--- config.mk ---
export PLATFORM = sky130hd
export DESIGN_NAME = ws2812_gamma_frame_encoder
export DESIGN_NICKNAME = d
export VERILOG_FILES = /design/src/design/wgfe_pkg.sv /design/src/design/wgfe_bit_encode.sv /design/src/design/ws2812_gamma_frame_encoder.sv
export SDC_FILE = /design/constraint.sdc
export NUM_CORES = 1
export LEC_CHECK = 0
export ABC_AREA = 1
export BUFFER_PORTS_ARGS = -buffer_cell sky130_fd_sc_hd__buf_2
export CAP_MARGIN = 20
export CORE_ASPECT_RATIO = 0.7
export CORE_UTILIZATION = 43
export DETAILED_ROUTE_END_ITERATION = 10
export HOLD_SLACK_MARGIN = 0.15
export REMOVE_ABC_BUFFERS = 1
export SKIP_LAST_GASP = 1
export SYNTH_ARGS = -nofsm -noshare
export SYNTH_HDL_FRONTEND = slang
export SYNTH_HIERARCHICAL = 1
export SYNTH_SLANG_ARGS = --single-unit
--- constraint.sdc ---
create_clock -name clk_i -period 3.28 [get_ports clk_i]
set_clock_uncertainty 0.2 [all_clocks]
set_input_delay 0.328 -clock clk_i [delete_from_list [all_inputs] [get_ports clk_i]]
set_output_delay 0.328 -clock clk_i [all_outputs]
set_load 0.02 [all_outputs]
--- src/design/wgfe_pkg.sv ---
// ----------------------------------------------------------------------------
// wgfe_pkg - shared definitions of the led gamma frame encoder
// opcodes, register indexes, reset values, slot select struct and gamma rom
// ----------------------------------------------------------------------------
package wgfe_pkg;

  // default geometry
  localparam int LED_COUNT_DEF       = 16;
  localparam int LEDS_PER_BUTTON_DEF = 2;
  localparam int RESET_SLOTS_DEF     = 64;

  localparam int BITS_PER_LED = 24;

  // duty register reset values
  localparam logic [7:0] HIGH_DUTY_RST = 8'd143;
  localparam logic [7:0] LOW_DUTY_RST  = 8'd67;

  // request opcodes
  localparam logic [1:0] OP_SET     = 2'd0;
  localparam logic [1:0] OP_REFRESH = 2'd1;
  localparam logic [1:0] OP_TICK    = 2'd2;

  // configuration register indexes
  localparam int         CFG_IDX_W     = 2;
  localparam logic [1:0] REG_HIGH_DUTY = 2'd0;
  localparam logic [1:0] REG_LOW_DUTY  = 2'd1;

  // selects one bit slot of a colour word
  typedef struct packed {
    logic       row_ok;   // colour row exists, else the led reads as black
    logic [4:0] bit_idx;  // 0..23, g r b order, msb first
  } bit_sel_t;

  localparam logic [7:0] GAMMA_ROM [256] = '{
    8'd0,   8'd0,   8'd0,   8'd0,   8'd0,   8'd0,   8'd0,   8'd0,
    8'd0,   8'd0,   8'd0,   8'd1,   8'd1,   8'd1,   8'd1,   8'd1,
    8'd2,   8'd2,   8'd2,   8'd2,   8'd2,   8'd3,   8'd3,   8'd3,
    8'd4,   8'd4,   8'd4,   8'd5,   8'd5,   8'd5,   8'd6,   8'd6,
    8'd6,   8'd7,   8'd7,   8'd7,   8'd8,   8'd8,   8'd9,   8'd9,
    8'd9,   8'd10,  8'd10,  8'd11,  8'd11,  8'd12,  8'd12,  8'd13,
    8'd13,  8'd14,  8'd14,  8'd15,  8'd15,  8'd16,  8'd16,  8'd17,
    8'd17,  8'd18,  8'd19,  8'd19,  8'd20,  8'd20,  8'd21,  8'd22,
    8'd22,  8'd23,  8'd23,  8'd24,  8'd25,  8'd25,  8'd26,  8'd27,
    8'd27,  8'd28,  8'd29,  8'd29,  8'd30,  8'd31,  8'd32,  8'd32,
    8'd33,  8'd34,  8'd35,  8'd35,  8'd36,  8'd37,  8'd38,  8'd38,
    8'd39,  8'd40,  8'd41,  8'd42,  8'd42,  8'd43,  8'd44,  8'd45,
    8'd46,  8'd46,  8'd47,  8'd48,  8'd49,  8'd50,  8'd51,  8'd52,
    8'd53,  8'd53,  8'd54,  8'd55,  8'd56,  8'd57,  8'd58,  8'd59,
    8'd60,  8'd61,  8'd62,  8'd63,  8'd64,  8'd65,  8'd66,  8'd67,
    8'd68,  8'd69,  8'd70,  8'd71,  8'd72,  8'd73,  8'd74,  8'd75,
    8'd76,  8'd77,  8'd78,  8'd79,  8'd80,  8'd81,  8'd82,  8'd83,
    8'd84,  8'd85,  8'd87,  8'd88,  8'd89,  8'd90,  8'd91,  8'd92,
    8'd93,  8'd94,  8'd96,  8'd97,  8'd98,  8'd99,  8'd100, 8'd101,
    8'd103, 8'd104, 8'd105, 8'd106, 8'd107, 8'd109, 8'd110, 8'd111,
    8'd112, 8'd114, 8'd115, 8'd116, 8'd117, 8'd119, 8'd120, 8'd121,
    8'd122, 8'd124, 8'd125, 8'd126, 8'd128, 8'd129, 8'd130, 8'd131,
    8'd133, 8'd134, 8'd135, 8'd137, 8'd138, 8'd139, 8'd141, 8'd142,
    8'd144, 8'd145, 8'd146, 8'd148, 8'd149, 8'd150, 8'd152, 8'd153,
    8'd155, 8'd156, 8'd158, 8'd159, 8'd160, 8'd162, 8'd163, 8'd165,
    8'd166, 8'd168, 8'd169, 8'd171, 8'd172, 8'd174, 8'd175, 8'd177,
    8'd178, 8'd180, 8'd181, 8'd183, 8'd184, 8'd186, 8'd187, 8'd189,
    8'd190, 8'd192, 8'd193, 8'd195, 8'd196, 8'd198, 8'd200, 8'd201,
    8'd203, 8'd204, 8'd206, 8'd208, 8'd209, 8'd211, 8'd212, 8'd214,
    8'd216, 8'd217, 8'd219, 8'd221, 8'd222, 8'd224, 8'd225, 8'd227,
    8'd229, 8'd231, 8'd232, 8'd234, 8'd236, 8'd237, 8'd239, 8'd241,
    8'd242, 8'd244, 8'd246, 8'd248, 8'd249, 8'd251, 8'd253, 8'd255
  };

endpackage

--- src/design/wgfe_bit_encode.sv ---
// ----------------------------------------------------------------------------
// wgfe_bit_encode - duty value of one data bit slot
// picks the colour byte, applies the gamma rom and maps the bit to a duty
// ----------------------------------------------------------------------------
module wgfe_bit_encode (
  input  logic [23:0]        colour_i,  // red<<16 | green<<8 | blue
  input  wgfe_pkg::bit_sel_t sel_i,
  input  logic [7:0]         high_duty_i,
  input  logic [7:0]         low_duty_i,
  output logic [7:0]         duty_o
);

  localparam logic [1:0] LANE_GREEN = 2'd0;
  localparam logic [1:0] LANE_RED   = 2'd1;

  logic [7:0] raw_byte;
  logic [7:0] corr_byte;
  logic       bit_val;

  always_comb begin
    case (sel_i.bit_idx[4:3])
      LANE_GREEN: raw_byte = colour_i[15:8];
      LANE_RED:   raw_byte = colour_i[23:16];
      default:    raw_byte = colour_i[7:0];
    endcase
    if (!sel_i.row_ok) begin
      raw_byte = 8'd0;
    end
  end

  assign corr_byte = wgfe_pkg::GAMMA_ROM[raw_byte];
  // msb first within each byte
  assign bit_val   = corr_byte[3'd7 - sel_i.bit_idx[2:0]];
  assign duty_o    = bit_val ? high_duty_i : low_duty_i;

endmodule

--- src/design/ws2812_gamma_frame_encoder.sv ---
// ----------------------------------------------------------------------------
// ws2812_gamma_frame_encoder - led colour store and timer duty frame encoder
// keeps per-button colours and streams one duty value per slot tick
// ----------------------------------------------------------------------------
// usage:
//   s_axis carries requests: tuser is the opcode (set colour, refresh, tick),
//   tdata the button index and the red, green and blue bytes.
//   m_axis returns one duty value per tick of a running frame; tuser flags
//   the last slot. cfg writes the high and low duty registers.
// frame: RESET_SLOTS zero slots, 24 bits per led (g r b, msb first, gamma
//   corrected), then RESET_SLOTS zero slots.
// handling: set, refresh and idle ticks finish in the idle state. a zero slot
//   tick emits from there; a data bit tick reads the frame store, then does
//   the rom lookup, and no request is taken until it emits. the tick that
//   starts a frame emits slot 0 and then copies the colour memory into the
//   frame memory, one row a cycle; no request is taken during the copy.
// output: a result is registered in the output register; a data bit result
//   waits in the lookup state while the output register is held.
// reset: colours read as black through per-row valid bits, duties go to
//   143 and 67, no frame runs and none is pending. no clearing pass.
// stall: a held result blocks the next request until m_axis takes it.
// ----------------------------------------------------------------------------
module ws2812_gamma_frame_encoder #(
  parameter int LED_COUNT       = wgfe_pkg::LED_COUNT_DEF,
  parameter int LEDS_PER_BUTTON = wgfe_pkg::LEDS_PER_BUTTON_DEF,
  parameter int RESET_SLOTS     = wgfe_pkg::RESET_SLOTS_DEF
) (
  input  logic                           clk_i,
  input  logic                           rst_ni,
  // request stream
  input  logic                           s_axis_tvalid_i,
  output logic                           s_axis_tready_o,
  // [2:0] button_index, [10:3] red, [18:11] green, [26:19] blue
  input  logic [31:0]                    s_axis_tdata_i,
  // [1:0] opcode
  input  logic [1:0]                     s_axis_tuser_i,
  // result stream
  output logic                           m_axis_tvalid_o,
  input  logic                           m_axis_tready_i,
  // [7:0] duty
  output logic [7:0]                     m_axis_tdata_o,
  // [0] frame_end
  output logic [0:0]                     m_axis_tuser_o,
  // configuration writes
  input  logic                           cfg_valid_i,
  output logic                           cfg_ready_o,
  input  logic [wgfe_pkg::CFG_IDX_W-1:0] cfg_index_i,
  input  logic [7:0]                     cfg_data_i
);

  // geometry: leds of a button always share one colour, so rows are buttons
  localparam int BTN_RAW     = LED_COUNT / LEDS_PER_BUTTON;
  localparam int BTN_COUNT   = (BTN_RAW > 8) ? 8 : BTN_RAW;   // 3-bit index
  localparam int ROWS        = (BTN_COUNT > 1) ? BTN_COUNT : 1;
  localparam int ROW_W       = (ROWS > 1) ? $clog2(ROWS) : 1;
  localparam int GRP_N       = (LED_COUNT + LEDS_PER_BUTTON - 1) / LEDS_PER_BUTTON;
  localparam int GRP_W       = (GRP_N > 1) ? $clog2(GRP_N) : 1;
  localparam int SUB_W       = (LEDS_PER_BUTTON > 1) ? $clog2(LEDS_PER_BUTTON) : 1;
  localparam int CMP_W       = GRP_W + 4;
  localparam int BITS_END    = RESET_SLOTS + LED_COUNT * wgfe_pkg::BITS_PER_LED;
  localparam int FRAME_SLOTS = BITS_END + RESET_SLOTS;
  localparam int SLOT_W      = $clog2(FRAME_SLOTS);

  localparam logic [1:0] ST_IDLE   = 2'd0;
  localparam logic [1:0] ST_LOOKUP = 2'd1;
  localparam logic [1:0] ST_COPY   = 2'd2;

  // request fields
  logic [1:0]  opcode;
  logic [2:0]  button_index;
  logic [23:0] in_colour;
  logic        in_req;
  logic        btn_ok;

  assign opcode       = s_axis_tuser_i;
  assign button_index = s_axis_tdata_i[2:0];
  // red<<16 | green<<8 | blue
  assign in_colour    = {s_axis_tdata_i[10:3], s_axis_tdata_i[18:11], s_axis_tdata_i[26:19]};
  assign btn_ok       = {1'b0, button_index} < 4'(BTN_COUNT);

  // control state
  logic [1:0]       state_q, state_d;
  logic             pending_q, pending_d;
  logic             active_q, active_d;
  logic [SLOT_W-1:0] slot_q, slot_d;
  logic [4:0]       bit_q, bit_d;
  logic [SUB_W-1:0] sub_q, sub_d;
  logic [GRP_W-1:0] grp_q, grp_d;
  logic [ROW_W:0]   copy_idx_q, copy_idx_d;
  logic             cp_wr_q;
  logic [ROW_W-1:0] cp_wr_idx_q;
  logic             cp_val_q;
  logic             row_ok_q;
  logic [ROWS-1:0]  cvalid_q;

  // output register
  logic             out_valid_q;
  logic [7:0]       duty_q;
  logic             end_q;
  logic             out_free;

  // duty registers
  logic [7:0]       high_duty_q;
  logic [7:0]       low_duty_q;

  // memory ports
  logic             cwr_en;     // colour write from a set
  logic             crd_en;     // colour read during the copy
  logic             frd_en;     // frame read for a data bit
  logic             row_ok;
  logic [23:0]      crd_data_q;
  logic [23:0]      frd_data_q;

  // emit path
  logic             emit;
  logic             emit_end;
  logic [7:0]       emit_duty;
  logic [SLOT_W-1:0] em_slot;
  logic             in_bits;
  logic [7:0]       enc_duty;
  wgfe_pkg::bit_sel_t bit_sel;

  assign out_free        = !out_valid_q || m_axis_tready_i;
  assign s_axis_tready_o = (state_q == ST_IDLE) && out_free;
  assign in_req          = s_axis_tvalid_i && s_axis_tready_o;
  assign cfg_ready_o     = 1'b1;

  assign in_bits = (slot_q >= SLOT_W'(RESET_SLOTS)) && (slot_q < SLOT_W'(BITS_END));
  assign row_ok  = CMP_W'(grp_q) < CMP_W'(BTN_COUNT);

  assign bit_sel.row_ok  = row_ok_q;
  assign bit_sel.bit_idx = bit_q;

  wgfe_bit_encode u_bit_encode (
    .colour_i    (frd_data_q),
    .sel_i       (bit_sel),
    .high_duty_i (high_duty_q),
    .low_duty_i  (low_duty_q),
    .duty_o      (enc_duty)
  );

  always_comb begin
    state_d    = state_q;
    pending_d  = pending_q;
    active_d   = active_q;
    slot_d     = slot_q;
    bit_d      = bit_q;
    sub_d      = sub_q;
    grp_d      = grp_q;
    copy_idx_d = copy_idx_q;
    cwr_en     = 1'b0;
    crd_en     = 1'b0;
    frd_en     = 1'b0;
    emit       = 1'b0;
    emit_duty  = 8'd0;
    em_slot    = slot_q;
    emit_end   = 1'b0;

    case (state_q)
      ST_IDLE: begin
        if (in_req) begin
          case (opcode)
            wgfe_pkg::OP_SET: begin
              cwr_en = btn_ok;
            end
            wgfe_pkg::OP_REFRESH: begin
              pending_d = 1'b1;
            end
            wgfe_pkg::OP_TICK: begin
              if (active_q) begin
                if (in_bits) begin
                  // data bit: fetch the row, finish in the lookup state
                  frd_en  = 1'b1;
                  state_d = ST_LOOKUP;
                end else begin
                  emit = 1'b1;
                end
              end else if (pending_q) begin
                // frame start: slot 0 is a zero slot, then snapshot colours
                pending_d  = 1'b0;
                active_d   = 1'b1;
                em_slot    = '0;
                bit_d      = '0;
                sub_d      = '0;
                grp_d      = '0;
                copy_idx_d = '0;
                state_d    = ST_COPY;
                emit       = 1'b1;
              end
            end
            default: begin
            end
          endcase
        end
      end
      ST_LOOKUP: begin
        if (out_free) begin
          emit      = 1'b1;
          emit_duty = enc_duty;
          state_d   = ST_IDLE;
          if (bit_q == 5'(wgfe_pkg::BITS_PER_LED - 1)) begin
            bit_d = '0;
            if (sub_q == SUB_W'(LEDS_PER_BUTTON - 1)) begin
              sub_d = '0;
              grp_d = grp_q + 1'b1;
            end else begin
              sub_d = sub_q + 1'b1;
            end
          end else begin
            bit_d = bit_q + 1'b1;
          end
        end
      end
      ST_COPY: begin
        if (copy_idx_q == (ROW_W + 1)'(ROWS)) begin
          state_d = ST_IDLE;   // last row is written at this edge
        end else begin
          crd_en     = 1'b1;
          copy_idx_d = copy_idx_q + 1'b1;
        end
      end
      default: begin
        state_d = ST_IDLE;
      end
    endcase

    if (emit) begin
      emit_end = (em_slot == SLOT_W'(FRAME_SLOTS - 1));
      if (emit_end) begin
        active_d = 1'b0;
        slot_d   = '0;
      end else begin
        slot_d   = em_slot + 1'b1;
      end
    end
  end

  always_ff @(posedge clk_i or negedge rst_ni) begin
    if (!rst_ni) begin
      state_q     <= ST_IDLE;
      pending_q   <= 1'b0;
      active_q    <= 1'b0;
      slot_q      <= '0;
      bit_q       <= '0;
      sub_q       <= '0;
      grp_q       <= '0;
      copy_idx_q  <= '0;
      cp_wr_q     <= 1'b0;
      cvalid_q    <= '0;
      out_valid_q <= 1'b0;
      high_duty_q <= wgfe_pkg::HIGH_DUTY_RST;
      low_duty_q  <= wgfe_pkg::LOW_DUTY_RST;
    end else begin
      state_q    <= state_d;
      pending_q  <= pending_d;
      active_q   <= active_d;
      slot_q     <= slot_d;
      bit_q      <= bit_d;
      sub_q      <= sub_d;
      grp_q      <= grp_d;
      copy_idx_q <= copy_idx_d;
      cp_wr_q    <= crd_en;
      if (cwr_en) begin
        cvalid_q[button_index[ROW_W-1:0]] <= 1'b1;
      end
      if (emit) begin
        out_valid_q <= 1'b1;
      end else if (m_axis_tready_i) begin
        out_valid_q <= 1'b0;
      end
      if (cfg_valid_i && cfg_ready_o) begin
        case (cfg_index_i)
          wgfe_pkg::REG_HIGH_DUTY: high_duty_q <= cfg_data_i;
          wgfe_pkg::REG_LOW_DUTY:  low_duty_q  <= cfg_data_i;
          default: begin
          end
        endcase
      end
    end
  end

  // payload registers
  always_ff @(posedge clk_i) begin
    if (emit) begin
      duty_q <= emit_duty;
      end_q  <= emit_end;
    end
    if (crd_en) begin
      cp_wr_idx_q <= copy_idx_q[ROW_W-1:0];
      cp_val_q    <= cvalid_q[copy_idx_q[ROW_W-1:0]];
    end
    if (frd_en) begin
      row_ok_q <= row_ok;
    end
  end

  // colour memory: written by sets, read by the copy sweep
  logic [23:0] colour_mem [ROWS];

  always_ff @(posedge clk_i) begin
    if (cwr_en) begin
      colour_mem[button_index[ROW_W-1:0]] <= in_colour;
    end
    if (crd_en) begin
      crd_data_q <= colour_mem[copy_idx_q[ROW_W-1:0]];
    end
  end

  // frame memory: written by the copy sweep, read per data bit
  logic [23:0] frame_mem [ROWS];

  always_ff @(posedge clk_i) begin
    if (cp_wr_q) begin
      frame_mem[cp_wr_idx_q] <= cp_val_q ? crd_data_q : 24'd0;
    end
    if (frd_en) begin
      frd_data_q <= frame_mem[grp_q[ROW_W-1:0]];
    end
  end

  assign m_axis_tvalid_o = out_valid_q;
  assign m_axis_tdata_o  = duty_q;
  assign m_axis_tuser_o  = end_q;

`ifndef SYNTHESIS
  // the last slot is always in the tail
  a_end_is_zero : assert property (@(posedge clk_i) disable iff (!rst_ni)
    m_axis_tvalid_o && m_axis_tuser_o[0] |-> m_axis_tdata_o == 8'd0)
    else $error("frame end slot carries a nonzero duty");

  // a bit lookup only happens inside a running frame
  a_lookup_active : assert property (@(posedge clk_i) disable iff (!rst_ni)
    state_q == ST_LOOKUP |-> active_q)
    else $error("bit lookup outside a frame");

  // frame rows are never read while the copy still writes them
  a_no_read_during_copy : assert property (@(posedge clk_i) disable iff (!rst_ni)
    frd_en |-> !cp_wr_q && state_q != ST_COPY)
    else $error("frame memory read overlaps the copy");

  // the final slot closes the frame
  a_end_closes : assert property (@(posedge clk_i) disable iff (!rst_ni)
    emit && emit_end |=> !active_q && slot_q == '0)
    else $error("frame still active after its last slot");

  a_slot_range : assert property (@(posedge clk_i) disable iff (!rst_ni)
    slot_q <= SLOT_W'(FRAME_SLOTS - 1))
    else $error("slot counter out of range");
`endif

endmodule
==> results of run 1 <==
==> Yosys cell counts (2+ instances only) <==
cell / number / area (um^2)
sky130_fd_sc_hd__edfxtp_1: 445 / 13400
sky130_fd_sc_hd__nor2_1: 413 / 1550
sky130_fd_sc_hd__nand2_1: 286 / 1070
sky130_fd_sc_hd__o21ai_0: 240 / 1200
sky130_fd_sc_hd__inv_1: 119 / 447
sky130_fd_sc_hd__nand3_1: 93 / 465
sky130_fd_sc_hd__clkbuf_1: 63 / 236
sky130_fd_sc_hd__a31oi_1: 53 / 332
sky130_fd_sc_hd__o22ai_1: 50 / 313
sky130_fd_sc_hd__dfrtp_1: 44 / 1100
sky130_fd_sc_hd__a21oi_1: 33 / 165
sky130_fd_sc_hd__buf_2: 18 / 90.1
sky130_fd_sc_hd__ha_1: 17 / 213
sky130_fd_sc_hd__inv_2: 13 / 48.8
sky130_fd_sc_hd__nand2_2: 12 / 75.1
sky130_fd_sc_hd__dfstp_2: 8 / 210
sky130_fd_sc_hd__nand3_2: 8 / 80.1
sky130_fd_sc_hd__nor2_2: 7 / 43.8
sky130_fd_sc_hd__nor2_4: 7 / 78.8
sky130_fd_sc_hd__buf_4: 6 / 45.0
sky130_fd_sc_hd__nand2_4: 6 / 67.6
sky130_fd_sc_hd__nand4_1: 6 / 37.5
sky130_fd_sc_hd__o21ai_1: 5 / 25.0
sky130_fd_sc_hd__or2_2: 5 / 31.3
sky130_fd_sc_hd__a21oi_2: 4 / 35.0
sky130_fd_sc_hd__buf_1: 4 / 15.0
sky130_fd_sc_hd__buf_6: 4 / 45.0
sky130_fd_sc_hd__xor2_1: 4 / 35.0
sky130_fd_sc_hd__clkinv_1: 3 / 11.3
sky130_fd_sc_hd__nand3b_1: 3 / 22.5
sky130_fd_sc_hd__nor3_1: 3 / 15.0
sky130_fd_sc_hd__o211ai_1: 3 / 22.5
sky130_fd_sc_hd__o31ai_1: 2 / 15.0
sky130_fd_sc_hd__xnor2_1: 2 / 17.5
==> cell families (layout without fill, tap and decap cells) <==
logic type	after synthesis	after routing	share of synthesized area (%)
compound gates	397	397	10.1
simple gates	853	856	16.6
flops	497	497	67.7
fa+ha+maj	17	17	0.982
xor+xnor	6	6	0.242
other cells	1	2	0.0173
buf+inv	231	465	4.35
==> flip-flops by register name, summed over array words and instances (netlist names), 9 cells and up <==
register	count
crd_data_q	24
frame_mem	192
slot_q	9
colour_mem	192
frd_data_q	24
==> layout make-up <==
| class | instances | share of cell area (%) |
|---|---|---|
| well taps | 665 | 3.20 |
| inverters | 136 | 1.99 |
| flip-flops and latches | 497 | 56.5 |
| multi-input cells | 1278 | 24.7 |
| clock inverters | 30 | 1.22 |
| repair buffers | 240 | 7.52 |
| clock buffers | 59 | 4.87 |
==> worst paths after layout <==
| check | slack, ps | end | from | cells after the start |
|---|---|---|---|---|
| hold reg to reg | 260 | cvalid_q[7]$_DFFE_PN0P_ | cvalid_q[7]$_DFFE_PN0P_ | 1 |
| min in group asynchronous | 210 | active_q$_DFF_PN0_ | rst_ni | 2 |
| hold / removal | 190 | high_duty_q[0]$_DFFE_PN1P_ | cfg_index_i[1] | 4 |
| max in group asynchronous | 1940 | high_duty_q[2]$_DFFE_PN1P_ | rst_ni | 3 |
| setup / recovery | 10 | m_axis_tdata_o[6]$_SDFFCE_PN0P_ | bit_q[4]$_DFFE_PN0P_ | 19 |
| setup reg to reg | 10 | m_axis_tdata_o[6]$_SDFFCE_PN0P_ | bit_q[4]$_DFFE_PN0P_ | 19 |
==> timing repair <==
action	in CTS	in global routing
gates resized for setup	13	60
setup endpoints to repair	8	8
hold buffers	50	0
setup buffers	4	14
pin swaps	5	33
gates cloned	1	2
endpoints found under the hold margin	250	0
==> layer usage <==
| metal | vias to the layer above | GRT usage, % |
|---|---|---|
| met2 | 431 | 31.6 |
| met4 | 0 | 5.15 |
| li1 | 7364 | - |
| met1 | 7435 | 31.1 |
| met3 | 69 | 2.87 |
| met5 | - | 0 |
==> metrics by stage <==
step	hold slack, ps	utilization [%]	area (um^2)
floorplan	-168	-	21200
global placement	247	47.3	23400
detailed placement	252	47.3	23400
CTS	161	51.7	25600
global route	279	52.4	26000
finish	193	52.4	26000
==> critical path, stage by stage (launching register included) <==
cell	delay (ps)
sky130_fd_sc_hd__dfrtp_2	500
sky130_fd_sc_hd__a21oi_4	240
sky130_fd_sc_hd__nand2_2	90
sky130_fd_sc_hd__nor2_4	210
sky130_fd_sc_hd__ha_4	250
sky130_fd_sc_hd__buf_4	150
sky130_fd_sc_hd__nand3_1	120
sky130_fd_sc_hd__nand2_1	80
sky130_fd_sc_hd__nand2_1	70
sky130_fd_sc_hd__nand3_1	60
sky130_fd_sc_hd__o21bai_1	210
sky130_fd_sc_hd__nand3_1	110
sky130_fd_sc_hd__nand3_1	110
sky130_fd_sc_hd__nand3_2	140
sky130_fd_sc_hd__nand2_4	160
sky130_fd_sc_hd__nand2_8	90
sky130_fd_sc_hd__nand2_1	70
sky130_fd_sc_hd__nand2_1	50
sky130_fd_sc_hd__inv_1	50
sky130_fd_sc_hd__nor2_1	30
==> power breakdown <==
part | switching, mW | total [mW] | internal, mW
sequential | 0.265 | 8.01 | 7.75
clock | 2.39 | 5.55 | 3.15
combinational | 4.10 | 6.22 | 2.12
total | 6.76 | 19.8 | 13.0
==> impl.org, run 1 <==
** Power and ir drop
- For this design the ratio of total power to cell area is 762 nW/um^2.
- Overall power after layout :: 19.8 mW
- IR drop worst, VDD :: roughly 0.53 mV
- Standby leakage power :: just under 10 nW

** Detailed routing
- The routed design uses 23800 um of met2 wire.
- Final WL :: 53000 um
- Initial detailed-routing violation count :: 1453
- Summing over every cut layer, the via total after detailed routing is about 15000.
- DRC violations left :: 0
- After detailed routing, the average wire length per cell comes to 18.3 um.
- Met3 routed WL :: around 3100 um
- After detailed routing, the number of vias per cell comes to 5.27.
- Count of nets left with antenna violations after detail routing :: 0
- Number of iterations in the first detailed-routing pass :: 6
- The highest layer touched by signal routing is met4.
- After detailed routing, the wire length on met1 is 25200 um.

** Layout
- Number of nets at the end of the flow :: 2268
- Fin cells :: between 2000 and 3000
- Leaving out fill and tap cells, the most frequent cell in the layout is sky130_fd_sc_hd__edfxtp_1.
- Area occupied by multi-input gates :: 6400 um^2
- Count of fill cells added during filler insertion :: 4333
- Register area :: 14700 um^2
- From synthesis to final layout, the design area changed by 19.8%.
- Fraction of final layout cells sized beyond drive strength 1 :: 17.9%
- Highest-count cells in the layout ignoring fill and taps :: 445 x sky130_fd_sc_hd__edfxtp_1, 391 x sky130_fd_sc_hd__nor2_1, 268 x sky130_fd_sc_hd__nand2_1, 239 x sky130_fd_sc_hd__o21ai_0, 119 x sky130_fd_sc_hd__buf_4
- Number of antenna diodes :: 0

** Logic synthesis
- Counting flops and latches in the post-synthesis netlist gives 497.
- Each instance of the synthesized netlist takes up on average 10.8 um^2.
- Yosys mapped the design onto 47 distinct sky130hd cell types.
- Ys flop type :: sky130_fd_sc_hd__edfxtp_1
- Share of the yosys chip area belonging to registers :: 67.7%
- Yosys printed 6 warnings.
- In this run the cell area of the synthesized design comes to 21700 um^2.
- Gate count after technology mapping :: 2002
- Count of flip-flops with a built-in enable after synthesis :: 445
- Share of synthesized flip-flops with an asynchronous set or reset :: 10.5%

** Status
- The flow ran to the end, and the final reports show no timing, DRC or antenna violations.

** STA
- Setup violations, final :: 0
- For this run, the top clock speed supported by timing is 306 MHz.
- Dividing the final minimum period by the clock period gives between 90% and 100%.
- Transition time at the pin with the least slew margin :: 877 ps
- The total count of hold-check failures in the final report came to 0.
- The final-report max-slew violation count was 0.
- In this run the tightest slew margin relative to its limit is slightly above 40%.
- After routing, the total negative slack on setup checks comes to 0 ps.
- RSZ-0062 raised after global routing :: yes
- For the finished layout, the period the worst path requires is 3270 ps.
- After layout, the worst setup slack is 14.1 ps.

** Clocking
- The clock passes through at most 3 buffers.
- For the worst-skew pair, the clock arrives at the later sink with an insertion delay of 610 ps.
- H-tree lvl count :: 2
- Clock buffers created by TritonCTS :: 49
- Root buffer selected by CTS :: sky130_fd_sc_hd__clkbuf_16
- CTS clock-pin slew for the worst setup and hold paths :: 60 ps
- Number of sinks driven by the clock tree :: 497
- Clock tree from TritonCTS :: built

** Floorplan
- X dimension of the die :: 270 um
- Number of I/O pins :: 61
- Die footprint :: about 50000 um^2
- Once the floorplan was initialized, standard cells occupied between 40% and 50% of the core.
- Die height :: around 190 um
- Area of the placeable core :: 49500 um^2
- The floorplan has 68 rows.

** Placement
- The congestion estimate from routability-driven global placement came to 0.921.
- In this run the tool buffered the top-level ports with 54 buffer cells.
- Including well taps, the total number of placed cells is around 2700.
- At the placement stage, the worst setup path has a slack of -115 ps.
- Placed wire-length estimate :: 31100 um

** Setup path
- Worst EP required :: 3400 ps
- By startpoint and endpoint, the worst setup path is classified as reg -> reg.
- Maximum fanout encountered on the critical timing path :: 8
- Critical path arrival :: around 3400 ps
- Endpoint type of the worst setup path :: flop
- Kind of launch point of the worst setup path :: flop

** Global routing
- Overall track demand over capacity in global routing :: 20.6%
- The first global-routing pass estimated 82900 um of wire.
- For this run the aggregate overflow at the end of global routing stands at 0.
- Largest net degree at the start of global routing :: between 100 and 150
- Via count of the first global-routing pass :: 14612
- Antenna violations before repair :: 0

** Hold path
- The worst hold path belongs to the class in -> reg.

** Job
- Count of maximum capacitance violations :: 0
No activity file was read; power rests on OpenSTA's default activity.
==> inputs of run 2 (changes only) <==
--- a/config.mk
+++ b/config.mk
@@ -12,2 +12,3 @@
 export CORE_UTILIZATION = 43
+export CTS_BUF_LIST = sky130_fd_sc_hd__clkbuf_16
 export DETAILED_ROUTE_END_ITERATION = 10
--- a/constraint.sdc
+++ b/constraint.sdc
@@ -4,2 +4,2 @@
 set_output_delay 0.328 -clock clk_i [all_outputs]
-set_load 0.02 [all_outputs]
+set_load 0.05 [all_outputs]
==> impl.org, run 2 (synthesis results as in run 1) <==
** Layout
- Commonest non-fill, non-tap cell in the layout :: sky130_fd_sc_hd__edfxtp_1
- Number of nets at the end of the flow :: 2268
- Core Util, Final :: a little over half
- From synthesis to final layout, the design area changed by 19.8%.
- The repair_antennas step left the layout with diodes totalling 0.
- The finished layout holds 2905 standard cells, fillers aside.
- Fraction of final layout cells sized beyond drive strength 1 :: 17.9%
- After routing the design area is approximately 26000 um^2.
- The top cell types in the final layout, fill and taps aside, are 445 x sky130_fd_sc_hd__edfxtp_1, 391 x sky130_fd_sc_hd__nor2_1, 268 x sky130_fd_sc_hd__nand2_1, 239 x sky130_fd_sc_hd__o21ai_0, 128 x sky130_fd_sc_hd__inv_1.

** Clocking
- Clock buffers created by TritonCTS :: just under 50
- Number of sinks driven by the clock tree :: just under 500
- Root buffer selected by CTS :: sky130_fd_sc_hd__clkbuf_16
- CTS clock-pin slew for the worst setup and hold paths :: 60 ps
- Clock tree from TritonCTS :: built
- Worst-skew pair later-pin latency :: 600 ps
- In this run the number of H-tree levels came out at 2.
- No sink is reached through more buffers than the 3 on the longest clock path.

** Setup path
- The worst setup path is captured at a flop.
- The critical path goes through a21oi_4 > nand2_2 > nor2_4 > ha_4 > buf_4 > nand3_1 > nand2_1 > nand2_1 > nand3_1 > o21bai_1 > nand3_1 > nand3_1 > nand3_2 > nand2_4 > nand2_8 > nand2_1 > nand2_1 > inv_1 > nor2_1.
- Data arrives at the worst endpoint at 3400 ps.
- The kind of cell with the highest combined delay along the critical path is simple AND/OR/NAND/NOR gates.
- In this design, the stage delay of the slowest critical-path cell is approximately 500 ps.
- Crit path kind :: reg -> reg
- STA classifies the critical path startpoint as a flop.
- For this design, the slowest cell found on the critical path is sky130_fd_sc_hd__dfrtp_2.
- Maximum fanout encountered on the critical timing path :: 8
- Data on the critical path is required at its endpoint by 3400 ps.
- Counting both buffers and inverters, the worst setup path holds a total of 2.

** Power and ir drop
- IR analysis of the VDD net gives a maximum drop of roughly 0.53 mV.
- In this run the power density over the cells is 766 nW/um^2.
- The analysis attributes to cell leakage a power of 9.94 nW.

** Job
- Count of maximum capacitance violations :: 0

** STA
- RSZ-0062 raised after global routing :: yes
- After layout, the minimum clock period comes to ~3300 ps.
- Once routing completed, OpenROAD measured the worst setup slack at -2.22 ps.
- Setup TNS :: -2.22 ps
- Relative max-transition margin :: 41.6%
- At the pin with the least slew margin, the transition time is about 900 ps.
- The total count of hold-check failures in the final report came to 0.
- Based on the critical path, the design can be clocked at up to 305 MHz.
- Share of the clock period used by the worst path :: 100%
- Final Max Slew Viols :: 0
- Setup violations remaining at the end of the flow were counted as 1.

** Detailed routing
- After detailed routing, the number of remaining DRC violations is 0.
- The first detailed-routing pass took 6 iterations.
- The detailed router finished its first iteration with 1476 violations.
- In this run the remaining antenna-violating nets after routing total 0.
- Total vias in the final route :: approximately 15000
- Dividing the detail-routed wire length by the instance count gives around 18 um.
- Final WL :: 53000 um
- Vias per cell :: approximately 5.3

** Global routing
- Via count of the first global-routing pass :: 14614
- Global-route wire length before repair :: 82900 um
- After global routing the overflow that remains totals 0.
- Entering global routing, the biggest net connects 104 pins.
- The initial antenna violation count was 0.
- Across every metal layer, demand over resource in global routing totals 20.6%.

** Status
- The run finished, with violations left.
- Violated checks :: setup timing

** Floorplan
- For this design the top-level I/O count stands at between 60 and 70.
- The die covers 51300 um^2.
- The region available for standard cell placement spans 49500 um^2.
- In this run the core area contains 68 standard-cell rows.
- Die height :: 190 um
- In this run the horizontal extent of the chip is 270 um.
- Starting Density :: 43.8%

** Hold path
- Class of the most critical hold timing path :: in -> reg

** Placement
- At the placement stage, the worst setup path has a slack of -115 ps.
- Placed wire-length estimate :: 31100 um
- Final weighted congestion of routability-driven global placement :: 0.921
- Once placement finished, the instance area stood at 23400 um^2.
- # port buffers :: 54
- Once placement completed, the tool counted placed cells totaling approximately 2700.
-- run 2: stage by stage --
| stage | hold WS, ps | power, mW |
|---|---|---|
| after floorplan | -168 | 11.8 |
| after global routing | 279 | 21.0 |
| final | 193 | 19.9 |
| after CTS | 160 | 19.7 |
| after detailed placement | 252 | 14.1 |
| after global placement | 247 | 14.0 |
-- run 2: worst paths after layout --
kind / startpoint / endpoint / slack, ps / cells after the start
min in group asynchronous: rst_ni / active_q$_DFF_PN0_ / 210 / 2
max: bit_q[4]$_DFFE_PN0P_ / m_axis_tdata_o[6]$_SDFFCE_PN0P_ / -2 / 19
min reg2reg: cvalid_q[4]$_DFFE_PN0P_ / cvalid_q[4]$_DFFE_PN0P_ / 260 / 1
min: cfg_index_i[1] / high_duty_q[0]$_DFFE_PN1P_ / 190 / 4
max in group asynchronous: rst_ni / high_duty_q[2]$_DFFE_PN1P_ / 1940 / 3
max reg2reg: bit_q[4]$_DFFE_PN0P_ / m_axis_tdata_o[6]$_SDFFCE_PN0P_ / -2 / 19
-- run 2: routing by layer --
| layer | wire length, um | GRT usage (%) |
|---|---|---|
| met5 | 0 | 0 |
| met3 | 2970 | 2.87 |
| met2 | 23700 | 31.6 |
| met1 | 25400 | 31.1 |
| met4 | 886 | 5.15 |
-- run 2: timing repair --
action,4_1_cts,5_1_grt
gates resized for setup,13,60
buffers inserted,4,14
pin swaps,5,33
endpoints found under the setup margin,8,8
endpoints found under the hold margin,250,0
hold buffers,50,0
gates cloned,1,2
-- run 2: layout make-up --
type | instances | area, um^2
inverter | 136 | 518
tap | 665 | 832
timing repair buffer | 240 | 1950
multi-input combinational | 1278 | 6400
clock buffer | 49 | 1230
fill | 4333 | 23600
sequential | 497 | 14700
clock inverter | 40 | 355
-- run 2: where the power goes --
group | internal [mW] | switching (mW) | leakage [nW] | total [mW]
Clock | 3.12 | 2.39 | 0.804 | 5.52
Sequential | 7.75 | 0.265 | 4.67 | 8.01
Combinational | 2.12 | 4.24 | 4.47 | 6.36
-- run 2: worst reg2reg max path: stages (launching register included) --
cell and delay [ps]:
sky130_fd_sc_hd__dfrtp_2 500, sky130_fd_sc_hd__a21oi_4 240, sky130_fd_sc_hd__nand2_2 90, sky130_fd_sc_hd__nor2_4 210, sky130_fd_sc_hd__ha_4 260, sky130_fd_sc_hd__buf_4 150, sky130_fd_sc_hd__nand3_1 120, sky130_fd_sc_hd__nand2_1 80
sky130_fd_sc_hd__nand2_1 70, sky130_fd_sc_hd__nand3_1 70, sky130_fd_sc_hd__o21bai_1 220, sky130_fd_sc_hd__nand3_1 110, sky130_fd_sc_hd__nand3_1 110, sky130_fd_sc_hd__nand3_2 140, sky130_fd_sc_hd__nand2_4 170, sky130_fd_sc_hd__nand2_8 90
sky130_fd_sc_hd__nand2_1 70, sky130_fd_sc_hd__nand2_1 60, sky130_fd_sc_hd__inv_1 50, sky130_fd_sc_hd__nor2_1 30
